### src/hw/rtl/aopf_pkg.sv
// ----------------------------------------------------------------------------
// aopf_pkg
// Shared types and constants of the AABB overlap pair finder.
// ----------------------------------------------------------------------------
`default_nettype none

package aopf_pkg;

  localparam int unsigned SlotsDef = 8;
  localparam int unsigned IdW      = 31;
  localparam int unsigned PosW     = 16;
  localparam int unsigned HalfW    = 10;
  localparam int unsigned CfgIdxW  = 1;
  localparam int unsigned CfgDataW = 10;

  localparam logic [HalfW-1:0] HalfReset = HalfW'(1);

  typedef enum logic [1:0] {
    MODE_ENTER = 2'd0,
    MODE_LEAVE = 2'd1,
    MODE_MOVE  = 2'd2
  } mode_e;

  typedef enum logic [1:0] {
    STAT_OK        = 2'd0,
    STAT_DUP       = 2'd1,
    STAT_NOT_FOUND = 2'd2,
    STAT_FULL      = 2'd3
  } status_e;

  typedef enum logic [CfgIdxW-1:0] {
    CFG_HALF_X = 1'b0,
    CFG_HALF_Y = 1'b1
  } cfg_idx_e;

  typedef struct packed {
    logic [IdW-1:0]  id;
    logic [PosW-1:0] x;
    logic [PosW-1:0] y;
  } slot_entry_t;

  typedef struct packed {
    logic           overlap;
    logic           id_eq;
    logic [IdW-1:0] id_lo;
    logic [IdW-1:0] id_hi;
  } cmp_res_t;

endpackage

`default_nettype wire

### src/hw/rtl/aopf_slot_mem.sv
// ----------------------------------------------------------------------------
// aopf_slot_mem
// Slot table storage: one write port, two registered read ports.
// ----------------------------------------------------------------------------
`default_nettype none

module aopf_slot_mem
  import aopf_pkg::*;
#(
  parameter int unsigned Slots = SlotsDef,
  localparam int unsigned AW   = $clog2(Slots)
) (
  input  wire logic        clk_i,
  input  wire logic        we_i,
  input  wire logic [AW-1:0] waddr_i,
  input  wire slot_entry_t wdata_i,
  input  wire logic        ren_i,
  input  wire logic [AW-1:0] raddr_a_i,
  input  wire logic [AW-1:0] raddr_b_i,
  output slot_entry_t      rdata_a_o,
  output slot_entry_t      rdata_b_o
);

  slot_entry_t mem_q [Slots];
  slot_entry_t rdata_a_q;
  slot_entry_t rdata_b_q;

  always_ff @(posedge clk_i) begin
    if (we_i) begin
      mem_q[waddr_i] <= wdata_i;
    end
    if (ren_i) begin
      rdata_a_q <= mem_q[raddr_a_i];
      rdata_b_q <= mem_q[raddr_b_i];
    end
  end

  assign rdata_a_o = rdata_a_q;
  assign rdata_b_o = rdata_b_q;

endmodule

`default_nettype wire

### src/hw/rtl/aopf_cmp_unit.sv
// ----------------------------------------------------------------------------
// aopf_cmp_unit
// Shared compare unit: id match for lookup, box overlap and id order for scan.
// ----------------------------------------------------------------------------
`default_nettype none

module aopf_cmp_unit
  import aopf_pkg::*;
(
  input  wire slot_entry_t       ent_a_i,
  input  wire slot_entry_t       ent_b_i,
  input  wire logic [IdW-1:0]    key_id_i,
  input  wire logic [HalfW-1:0]  half_x_i,
  input  wire logic [HalfW-1:0]  half_y_i,
  output cmp_res_t               res_o
);

  logic [PosW:0]  dx;
  logic [PosW:0]  dy;
  logic [PosW:0]  adx;
  logic [PosW:0]  ady;
  logic [HalfW:0] lim_x;
  logic [HalfW:0] lim_y;
  logic           a_lt_b;

  always_comb begin
    dx     = {ent_a_i.x[PosW-1], ent_a_i.x} - {ent_b_i.x[PosW-1], ent_b_i.x};
    dy     = {ent_a_i.y[PosW-1], ent_a_i.y} - {ent_b_i.y[PosW-1], ent_b_i.y};
    adx    = dx[PosW] ? (~dx + (PosW+1)'(1)) : dx;
    ady    = dy[PosW] ? (~dy + (PosW+1)'(1)) : dy;
    lim_x  = {half_x_i, 1'b0};
    lim_y  = {half_y_i, 1'b0};
    a_lt_b = ent_a_i.id < ent_b_i.id;

    res_o.overlap = (adx < (PosW+1)'(lim_x)) && (ady < (PosW+1)'(lim_y));
    res_o.id_eq   = ent_a_i.id == key_id_i;
    res_o.id_lo   = a_lt_b ? ent_a_i.id : ent_b_i.id;
    res_o.id_hi   = a_lt_b ? ent_b_i.id : ent_a_i.id;
  end

endmodule

`default_nettype wire

### src/hw/rtl/aabb_overlap_pair_finder_unit.sv
// ----------------------------------------------------------------------------
// aabb_overlap_pair_finder_unit
// Slot table of entities with enter/leave/move updates; after each update all
// slot pairs are rescanned and overlapping boxes are reported as words.
// ----------------------------------------------------------------------------
//   channel  | handshake                 | payload
//   in       | in_valid_i / in_stall_o   | mode, entity_id, pos_x, pos_y
//   out      | out_valid_o / out_stall_i | status, has_pair, id_low, id_high, last
//   cfg      | cfg_we_i                  | cfg_idx_i, cfg_wdata_i
//
// An item can be held up while the output register is full and stalled; a move
// of an absent id skips the scan and an unused mode goes straight out.
// The lookup walks one slot per cycle, the scan one slot pair per cycle while no
// pair word waits on a full, stalled output register, both through the two
// read ports of the slot memory and the one compare unit.
// Reset clears all slots and sets both half sizes to 1.
// in_stall_o is high from acceptance until the last word is in the output register.
`default_nettype none

module aabb_overlap_pair_finder_unit
  import aopf_pkg::*;
#(
  parameter int unsigned Slots = SlotsDef
) (
  input  wire logic                clk_i,
  input  wire logic                rst_ni,
  input  wire logic                in_valid_i,
  output      logic                in_stall_o,
  input  wire logic [1:0]          mode_i,
  input  wire logic [IdW-1:0]      entity_id_i,
  input  wire logic signed [PosW-1:0] pos_x_i,
  input  wire logic signed [PosW-1:0] pos_y_i,
  output      logic                out_valid_o,
  input  wire logic                out_stall_i,
  output      logic [1:0]          status_o,
  output      logic                has_pair_o,
  output      logic [IdW-1:0]      id_low_o,
  output      logic [IdW-1:0]      id_high_o,
  output      logic                last_o,
  input  wire logic                cfg_we_i,
  input  wire logic [CfgIdxW-1:0]  cfg_idx_i,
  input  wire logic [CfgDataW-1:0] cfg_wdata_i
);

  localparam int unsigned AW = $clog2(Slots);
  localparam logic [AW-1:0] LastIdx = AW'(Slots - 1);
  localparam logic [AW-1:0] PenIdx  = AW'(Slots - 2);

  typedef enum logic [4:0] {
    ST_IDLE  = 5'b00001,
    ST_SRCH  = 5'b00010,
    ST_UPD   = 5'b00100,
    ST_SCAN  = 5'b01000,
    ST_FLUSH = 5'b10000
  } state_e;

  state_e state_q, state_d;

  logic [HalfW-1:0] half_x_q, half_y_q;
  logic [Slots-1:0] valid_q, valid_d;

  logic [1:0]     mode_q, mode_d;
  logic [IdW-1:0] id_q, id_d;
  logic [PosW-1:0] x_q, x_d, y_q, y_d;
  status_e        status_q, status_d;

  logic [AW-1:0] cnt_a_q, cnt_a_d, cnt_b_q, cnt_b_d;
  logic          iss_done_q, iss_done_d;
  logic          s1_vld_q, s1_vld_d;
  logic [AW-1:0] s1_slot_q, s1_slot_d;
  logic          found_q, found_d;
  logic [AW-1:0] found_slot_q, found_slot_d;

  logic           pend_vld_q, pend_vld_d;
  logic [IdW-1:0] pend_lo_q, pend_lo_d, pend_hi_q, pend_hi_d;

  logic           out_vld_q, out_vld_d;
  status_e        out_status_q;
  logic           out_pair_q, out_last_q;
  logic [IdW-1:0] out_lo_q, out_hi_q;

  logic           push, push_pair, push_last;
  logic [IdW-1:0] push_lo, push_hi;
  logic           can_push, freeze, hit;

  logic          mem_we, mem_ren;
  logic [AW-1:0] mem_waddr;
  slot_entry_t   mem_wdata, rdata_a, rdata_b;
  cmp_res_t      cmp;

  logic          free_any;
  logic [AW-1:0] free_idx;

  aopf_slot_mem #(
    .Slots(Slots)
  ) u_mem (
    .clk_i     (clk_i),
    .we_i      (mem_we),
    .waddr_i   (mem_waddr),
    .wdata_i   (mem_wdata),
    .ren_i     (mem_ren),
    .raddr_a_i (cnt_a_q),
    .raddr_b_i (cnt_b_q),
    .rdata_a_o (rdata_a),
    .rdata_b_o (rdata_b)
  );

  aopf_cmp_unit u_cmp (
    .ent_a_i  (rdata_a),
    .ent_b_i  (rdata_b),
    .key_id_i (id_q),
    .half_x_i (half_x_q),
    .half_y_i (half_y_q),
    .res_o    (cmp)
  );

  always_comb begin
    free_any = 1'b0;
    free_idx = '0;
    for (int i = Slots - 1; i >= 0; i--) begin
      if (!valid_q[i]) begin
        free_any = 1'b1;
        free_idx = AW'(i);
      end
    end
  end

  assign can_push  = !out_vld_q || !out_stall_i;
  assign hit       = s1_vld_q && cmp.overlap;
  assign freeze    = (state_q == ST_SCAN) && hit && pend_vld_q && !can_push;
  assign mem_wdata = '{id: id_q, x: x_q, y: y_q};

  always_comb begin
    state_d      = state_q;
    valid_d      = valid_q;
    mode_d       = mode_q;
    id_d         = id_q;
    x_d          = x_q;
    y_d          = y_q;
    status_d     = status_q;
    cnt_a_d      = cnt_a_q;
    cnt_b_d      = cnt_b_q;
    iss_done_d   = iss_done_q;
    s1_vld_d     = 1'b0;
    s1_slot_d    = s1_slot_q;
    found_d      = found_q;
    found_slot_d = found_slot_q;
    pend_vld_d   = pend_vld_q;
    pend_lo_d    = pend_lo_q;
    pend_hi_d    = pend_hi_q;
    mem_we       = 1'b0;
    mem_waddr    = found_slot_q;
    mem_ren      = 1'b0;
    push         = 1'b0;
    push_pair    = 1'b0;
    push_last    = 1'b0;
    push_lo      = '0;
    push_hi      = '0;

    case (state_q)
      ST_IDLE: begin
        if (in_valid_i) begin
          mode_d     = mode_i;
          id_d       = entity_id_i;
          x_d        = pos_x_i;
          y_d        = pos_y_i;
          status_d   = STAT_OK;
          cnt_a_d    = '0;
          iss_done_d = 1'b0;
          found_d    = 1'b0;
          pend_vld_d = 1'b0;
          if (mode_i inside {MODE_ENTER, MODE_LEAVE, MODE_MOVE}) begin
            state_d = ST_SRCH;
          end else begin
            state_d = ST_FLUSH;
          end
        end
      end
      ST_SRCH: begin
        if (!iss_done_q) begin
          mem_ren   = 1'b1;
          s1_vld_d  = valid_q[cnt_a_q];
          s1_slot_d = cnt_a_q;
          if (cnt_a_q == LastIdx) begin
            iss_done_d = 1'b1;
          end else begin
            cnt_a_d = cnt_a_q + AW'(1);
          end
        end
        if (s1_vld_q && cmp.id_eq && !found_q) begin
          found_d      = 1'b1;
          found_slot_d = s1_slot_q;
        end
        if (iss_done_q) begin
          state_d = ST_UPD;
        end
      end
      ST_UPD: begin
        cnt_a_d    = '0;
        cnt_b_d    = AW'(1);
        iss_done_d = 1'b0;
        state_d    = ST_SCAN;
        case (mode_q)
          MODE_ENTER: begin
            if (found_q) begin
              status_d = STAT_DUP;
            end else if (free_any) begin
              mem_we            = 1'b1;
              mem_waddr         = free_idx;
              valid_d[free_idx] = 1'b1;
            end else begin
              status_d = STAT_FULL;
            end
          end
          MODE_LEAVE: begin
            if (found_q) begin
              valid_d[found_slot_q] = 1'b0;
            end else begin
              status_d = STAT_NOT_FOUND;
            end
          end
          MODE_MOVE: begin
            if (found_q) begin
              mem_we = 1'b1;
            end else begin
              status_d = STAT_NOT_FOUND;
              state_d  = ST_FLUSH;
            end
          end
          default: begin
            state_d = ST_FLUSH;
          end
        endcase
      end
      ST_SCAN: begin
        if (freeze) begin
          s1_vld_d = s1_vld_q;
        end else begin
          if (!iss_done_q) begin
            mem_ren  = 1'b1;
            s1_vld_d = valid_q[cnt_a_q] && valid_q[cnt_b_q];
            if (cnt_b_q == LastIdx) begin
              if (cnt_a_q == PenIdx) begin
                iss_done_d = 1'b1;
              end else begin
                cnt_a_d = cnt_a_q + AW'(1);
                cnt_b_d = cnt_a_q + AW'(2);
              end
            end else begin
              cnt_b_d = cnt_b_q + AW'(1);
            end
          end
          if (hit) begin
            if (pend_vld_q) begin
              push      = 1'b1;
              push_pair = 1'b1;
              push_lo   = pend_lo_q;
              push_hi   = pend_hi_q;
            end
            pend_vld_d = 1'b1;
            pend_lo_d  = cmp.id_lo;
            pend_hi_d  = cmp.id_hi;
          end
          if (iss_done_q) begin
            state_d = ST_FLUSH;
          end
        end
      end
      ST_FLUSH: begin
        if (can_push) begin
          push      = 1'b1;
          push_last = 1'b1;
          push_pair = pend_vld_q;
          push_lo   = pend_vld_q ? pend_lo_q : '0;
          push_hi   = pend_vld_q ? pend_hi_q : '0;
          state_d   = ST_IDLE;
        end
      end
      default: begin
        state_d = ST_IDLE;
      end
    endcase
  end

  always_comb begin
    out_vld_d = out_vld_q;
    if (push) begin
      out_vld_d = 1'b1;
    end else if (out_vld_q && !out_stall_i) begin
      out_vld_d = 1'b0;
    end
  end

  always_ff @(posedge clk_i or negedge rst_ni) begin
    if (!rst_ni) begin
      state_q    <= ST_IDLE;
      valid_q    <= '0;
      half_x_q   <= HalfReset;
      half_y_q   <= HalfReset;
      cnt_a_q    <= '0;
      cnt_b_q    <= '0;
      iss_done_q <= 1'b0;
      s1_vld_q   <= 1'b0;
      found_q    <= 1'b0;
      pend_vld_q <= 1'b0;
      out_vld_q  <= 1'b0;
    end else begin
      state_q    <= state_d;
      valid_q    <= valid_d;
      cnt_a_q    <= cnt_a_d;
      cnt_b_q    <= cnt_b_d;
      iss_done_q <= iss_done_d;
      s1_vld_q   <= s1_vld_d;
      found_q    <= found_d;
      pend_vld_q <= pend_vld_d;
      out_vld_q  <= out_vld_d;
      if (cfg_we_i) begin
        case (cfg_idx_e'(cfg_idx_i))
          CFG_HALF_X: half_x_q <= cfg_wdata_i;
          CFG_HALF_Y: half_y_q <= cfg_wdata_i;
          default: ;
        endcase
      end
    end
  end

  always_ff @(posedge clk_i) begin
    mode_q       <= mode_d;
    id_q         <= id_d;
    x_q          <= x_d;
    y_q          <= y_d;
    status_q     <= status_d;
    s1_slot_q    <= s1_slot_d;
    found_slot_q <= found_slot_d;
    pend_lo_q    <= pend_lo_d;
    pend_hi_q    <= pend_hi_d;
    if (push) begin
      out_status_q <= status_q;
      out_pair_q   <= push_pair;
      out_lo_q     <= push_lo;
      out_hi_q     <= push_hi;
      out_last_q   <= push_last;
    end
  end

  assign in_stall_o  = state_q != ST_IDLE;
  assign out_valid_o = out_vld_q;
  assign status_o    = out_status_q;
  assign has_pair_o  = out_pair_q;
  assign id_low_o    = out_lo_q;
  assign id_high_o   = out_hi_q;
  assign last_o      = out_last_q;

  // a word without a pair always closes its item
  a_nopair_last: assert property (@(posedge clk_i) disable iff (!rst_ni)
    out_valid_o && !has_pair_o |-> last_o)
    else $error("pairless word not marked last");

  // a successful enter occupies exactly one more slot
  a_enter_count: assert property (@(posedge clk_i) disable iff (!rst_ni)
    (state_q == ST_UPD) && (mode_q == MODE_ENTER) && !found_q && free_any |=>
    $countones(valid_q) == $countones($past(valid_q)) + 1)
    else $error("enter did not take one slot");

  // lookup hit must point at an occupied slot
  a_found_valid: assert property (@(posedge clk_i) disable iff (!rst_ni)
    (state_q == ST_UPD) && found_q |-> valid_q[found_slot_q])
    else $error("lookup hit on free slot");

  a_pend_order: assert property (@(posedge clk_i) disable iff (!rst_ni)
    pend_vld_q |-> pend_lo_q <= pend_hi_q)
    else $error("pending pair out of order");

  a_idle_drained: assert property (@(posedge clk_i) disable iff (!rst_ni)
    state_q == ST_IDLE |-> !s1_vld_q)
    else $error("compare stage busy while idle");

endmodule

`default_nettype wire

### config.mk
export PLATFORM = sky130hd
export DESIGN_NAME = aabb_overlap_pair_finder_unit
export DESIGN_NICKNAME = d
export VERILOG_FILES = /design/src/hw/rtl/aopf_pkg.sv /design/src/hw/rtl/aopf_slot_mem.sv /design/src/hw/rtl/aopf_cmp_unit.sv /design/src/hw/rtl/aabb_overlap_pair_finder_unit.sv
export SDC_FILE = /design/constraint.sdc
export NUM_CORES = 1
export LEC_CHECK = 0
export ABC_AREA = 1
export BUFFER_PORTS_ARGS = -buffer_cell sky130_fd_sc_hd__buf_2
export CAP_MARGIN = 20
export CORE_MARGIN = 3
export CORE_UTILIZATION = 59
export CTS_BUF_LIST = sky130_fd_sc_hd__clkbuf_4
export DETAILED_ROUTE_END_ITERATION = 12
export HOLD_SLACK_MARGIN = 0.02
export PLACE_DENSITY = 0.77
export REMOVE_ABC_BUFFERS = 1
export SLEW_MARGIN = 40
export SYNTH_ARGS = -nofsm -noshare
export SYNTH_HDL_FRONTEND = slang
export SYNTH_HIERARCHICAL = 1
export SYNTH_SLANG_ARGS = --single-unit
### constraint.sdc
create_clock -name clk_i -period 7.1 [get_ports clk_i]
set_input_delay 0.355 -clock clk_i [delete_from_list [all_inputs] [get_ports clk_i]]
set_output_delay 0.355 -clock clk_i [all_outputs]
set_load 0.01 [all_outputs]
==> flow_metrics.env <==
export IMPL_path_clk_slew_ps=70
export IMPL_n_fill_cell=5882
export IMPL_synthesis_instances=5182
export IMPL_first_iter_violations=3910
export IMPL_min_period_over_period_pct=81.9
export IMPL_worstMarginPinSlew_ps=924
export IMPL_wire_per_inst_um=17.5
export IMPL_share_of_flip_flops_with_an_asynchronous_set_or_reset_after_synthesis_pct=5.03
export IMPL_final_antenna_net_count=0
export IMPL_clock_insertion_delay_worst_skew_ps=1080
export IMPL_pwr_density_cell_mw_per_mm2=290
export IMPL_crit_required_ps=7780
export IMPL_post_synth_instance_area_sq_mm=0.0452
export IMPL_run_status="complete, no violations"
export IMPL_synth_flop_cell="edfxtp_1"
export IMPL_overflow=0
export IMPL_count_of_clock_tree_sinks=875
export IMPL_maximum_number_of_pins_on_one_net_before_global_route_repair=136
export IMPL_layout_commonest_cell="nand2_1"
export IMPL_grt_pass1_vias=35300
export IMPL_achievable_frequency_mhz=172
export IMPL_io_pin_count=149
export IMPL_min_path_type="in -> reg"
export IMPL_port_buffers=148
export IMPL_number_of_standard_cell_rows_in_the_floorplan=100
export IMPL_nNetsFinal=5705
export IMPL_first_pass_grt_wire_length_um=183000
export IMPL_track_usage_pct=29.5
export IMPL_timing_critical_path_mode_cell="nand2_1"
export IMPL_synth_seq_cells=875
export IMPL_synthSimpleGateAreaFrac_pct=26.8
export IMPL_path_class="reg -> reg"
export IMPL_ctsRootBufferMaster="clkbuf_4"
export IMPL_critPathCaptureType="register"
export IMPL_timing_critical_path_slowest_cell_delay_ps=460
export IMPL_cts_tree="done"
export IMPL_final_layout_size_suffix_gt1_share_pct=11.0
export IMPL_worst_setup_path_start_kind="register"
export IMPL_share_of_synthesized_area_spent_on_multiplexers_pct=0
export IMPL_setup_viol=0
export IMPL_yosys_warnings=6
export IMPL_cts_buffer_depth=3
export IMPL_static_leakage_power_nw=23.3
export IMPL_die_height_um=283
export IMPL_report_power_total_mw=14.8
export IMPL_count_of_unresolved_drc_violations_after_routing=0
export IMPL_setup_ws_ps=1280
export IMPL_cts_buffers_inserted=219
export IMPL_yosys_top_cells_area="edfxtp_1 (55%), nand2_1 (17%), nand3_1 (6.5%)"
export IMPL_number_of_maximum_capacitance_constraint_violations=0
export IMPL_initial_core_util_pct=60.1
export IMPL_synth_top_area_share_pct=55.2
export IMPL_final_min_clock_period_ps=5820
export IMPL_post_synth_fa_ha_maj_area_fraction_pct=2.61
export IMPL_final_cell_mix="nand2_1 (2084), edfxtp_1 (831), inv_1 (766)"
export IMPL_avgViaCountPerCell=5.41
export IMPL_rsz_0062_raised_after_global_routing="no"
export IMPL_postSynthAreaPerCell_sq_um=8.73
export IMPL_synth_area_in_compound_gates_pct=2.47
export IMPL_antenna_violations_before_repair=6
export IMPL_timing_max_transition_violations_final=0
export IMPL_cp_arrival_ps=6500
export IMPL_timing_critical_path_slowest_stage_cell="buf_4"
export IMPL_detailedPlace_worstSlack_ps=1350
export IMPL_drt_pre_antenna_iters=6
export IMPL_cts_htree_levels=4
export IMPL_place_congestion=0.926
export IMPL_worst_path_max_fanout=47
export IMPL_postRouteWirelength_um=118000
export IMPL_synthToLayoutAreaGrowth_pct=12.5
export IMPL_synth_top_area_cell="edfxtp_1"
export IMPL_synth_top_family_by_area="simple AND/OR/NAND/NOR gates"
export IMPL_worst_slew_margin_rel_pct=38.4
export IMPL_die_width_um=283
export IMPL_synth_edff_count=831
export IMPL_dr_total_vias=36400
export IMPL_coreArea_sq_mm=0.0752
export IMPL_hpwlAfterDp_um=69400
export IMPL_post_synth_xor_area_fraction_pct=1.05
export IMPL_sequential_fraction_of_the_synthesis_area_pct=57.6
export IMPL_final_hold_viol_count=0
export IMPL_vdd_drop_max_uv=227
export IMPL_design_die_area_sq_mm=0.0800
export IMPL_yosys_cell_types_count=44
export IMPL_layout_core_utilization_pct=67.7
export IMPL_finClkSkew_ps=80.9
==> power by group <==
part	switching [mW]	internal (mW)
combinational	2.69	1.30
clock	2.04	2.15
sequential	0.328	6.24
==> worst paths after layout <==
kind | endpoint | cells after the start | slack (ps) | from
setup / recovery | u_mem/rdata_b_o[13] | 29 | 1280 | u_mem/rdata_b_o[0]
hold / removal | id_q[25] | 2 | 150 | entity_id_i[25]
setup reg to reg | u_mem/rdata_b_o[13] | 29 | 1280 | u_mem/rdata_b_o[0]
hold reg to reg | found_slot_q[2] | 0 | 400 | s1_slot_q[2]
max in group asynchronous | cnt_b_q[0] | 4 | 6060 | rst_ni
min in group asynchronous | out_valid_o | 4 | 470 | rst_ni
==> routing by layer <==
metal	track usage (%)	routed length (um)	up-vias	part of all wire, %
met1	37.5	44900	16600	38
met2	49.4	56800	2036	48
li1	-	-	17400	-
met3	5.57	12100	343	10
met5	0	13	-	0.011
met4	14.1	4060	2	3.4
==> cells in the mapped netlist, types with 5 or more instances <==
cell,instances
nand2_1,2086
edfxtp_1,831
inv_1,768
nand3_1,586
nor2_1,176
buf_2,91
ha_1,91
a21oi_1,89
o21ai_0,86
clkbuf_1,49
dfrtp_1,41
buf_6,35
xnor2_1,32
buf_4,28
nor2_2,23
xor2_1,22
nand2_2,21
buf_1,18
nand4_1,18
nand3b_1,11
nor3_1,11
nand3_2,10
inv_2,7
a31oi_1,5
inv_4,5
nor2_4,5
o211ai_1,5
==> sequential cells by signal, summed over array words and instances (netlist names), 5 cells and up <==
name / flops
half_x_q: 10
half_y_q: 10
id_high_o: 31
id_low_o: 31
id_q: 31
pend_hi_q: 31
pend_lo_q: 31
state_q: 5
u_mem/mem_q: 504
u_mem/rdata_a_o: 63
u_mem/rdata_b_o: 63
valid_q: 8
x_q: 16
y_q: 16
==> kinds of logic after synthesis <==
kind of cell,Yosys count
simple gates,2952
buf+inv,1001
flops,875
compound gates,207
fa+ha+maj,93
xor+xnor,54
==> timing repair <==
action                                  4_1_cts  5_1_grt
endpoints found under the setup margin        0        0
gates resized for setup                       0        0
buffers inserted                              0        0
hold buffers                                151        0
endpoints found under the hold margin       173        0
==> final cells by class <==
class                           instances  area, sq um  share of cell area [%]
Antenna cell                            6         15.0                  0.0295
Clock buffer                          308         2310                    4.54
Clock inverter                         85          474                   0.932
Inverter                              780         2950                    5.80
Multi-Input combinational cell       3306        15000                    29.5
Sequential cell                       875        26100                    51.2
Tap cell                             1020         1280                    2.51
Timing Repair Buffer                  349         2780                    5.46
==> metrics by stage <==
step	TNS, ps	cells	instance area, sq um	hold slack, ps
3_5_place_dp	0	6178	46600	406
2_1_floorplan	-44500	4961	43900	59.4
3_3_place_gp	0	6171	46400	401
6_report	0	6729	50900	151
5_1_grt	0	6729	50900	33.3
4_1_cts	0	6722	50900	28.7
==> critical path: cells and delay by family, from the launching register on <==
kind	cells	cell delay [ps]
compound gates	2	390
xor+xnor	1	170
simple gates	19	2750
flops	1	360
fa+ha+maj	3	920
buf+inv	4	760
Power figures use the tool's default switching activity.
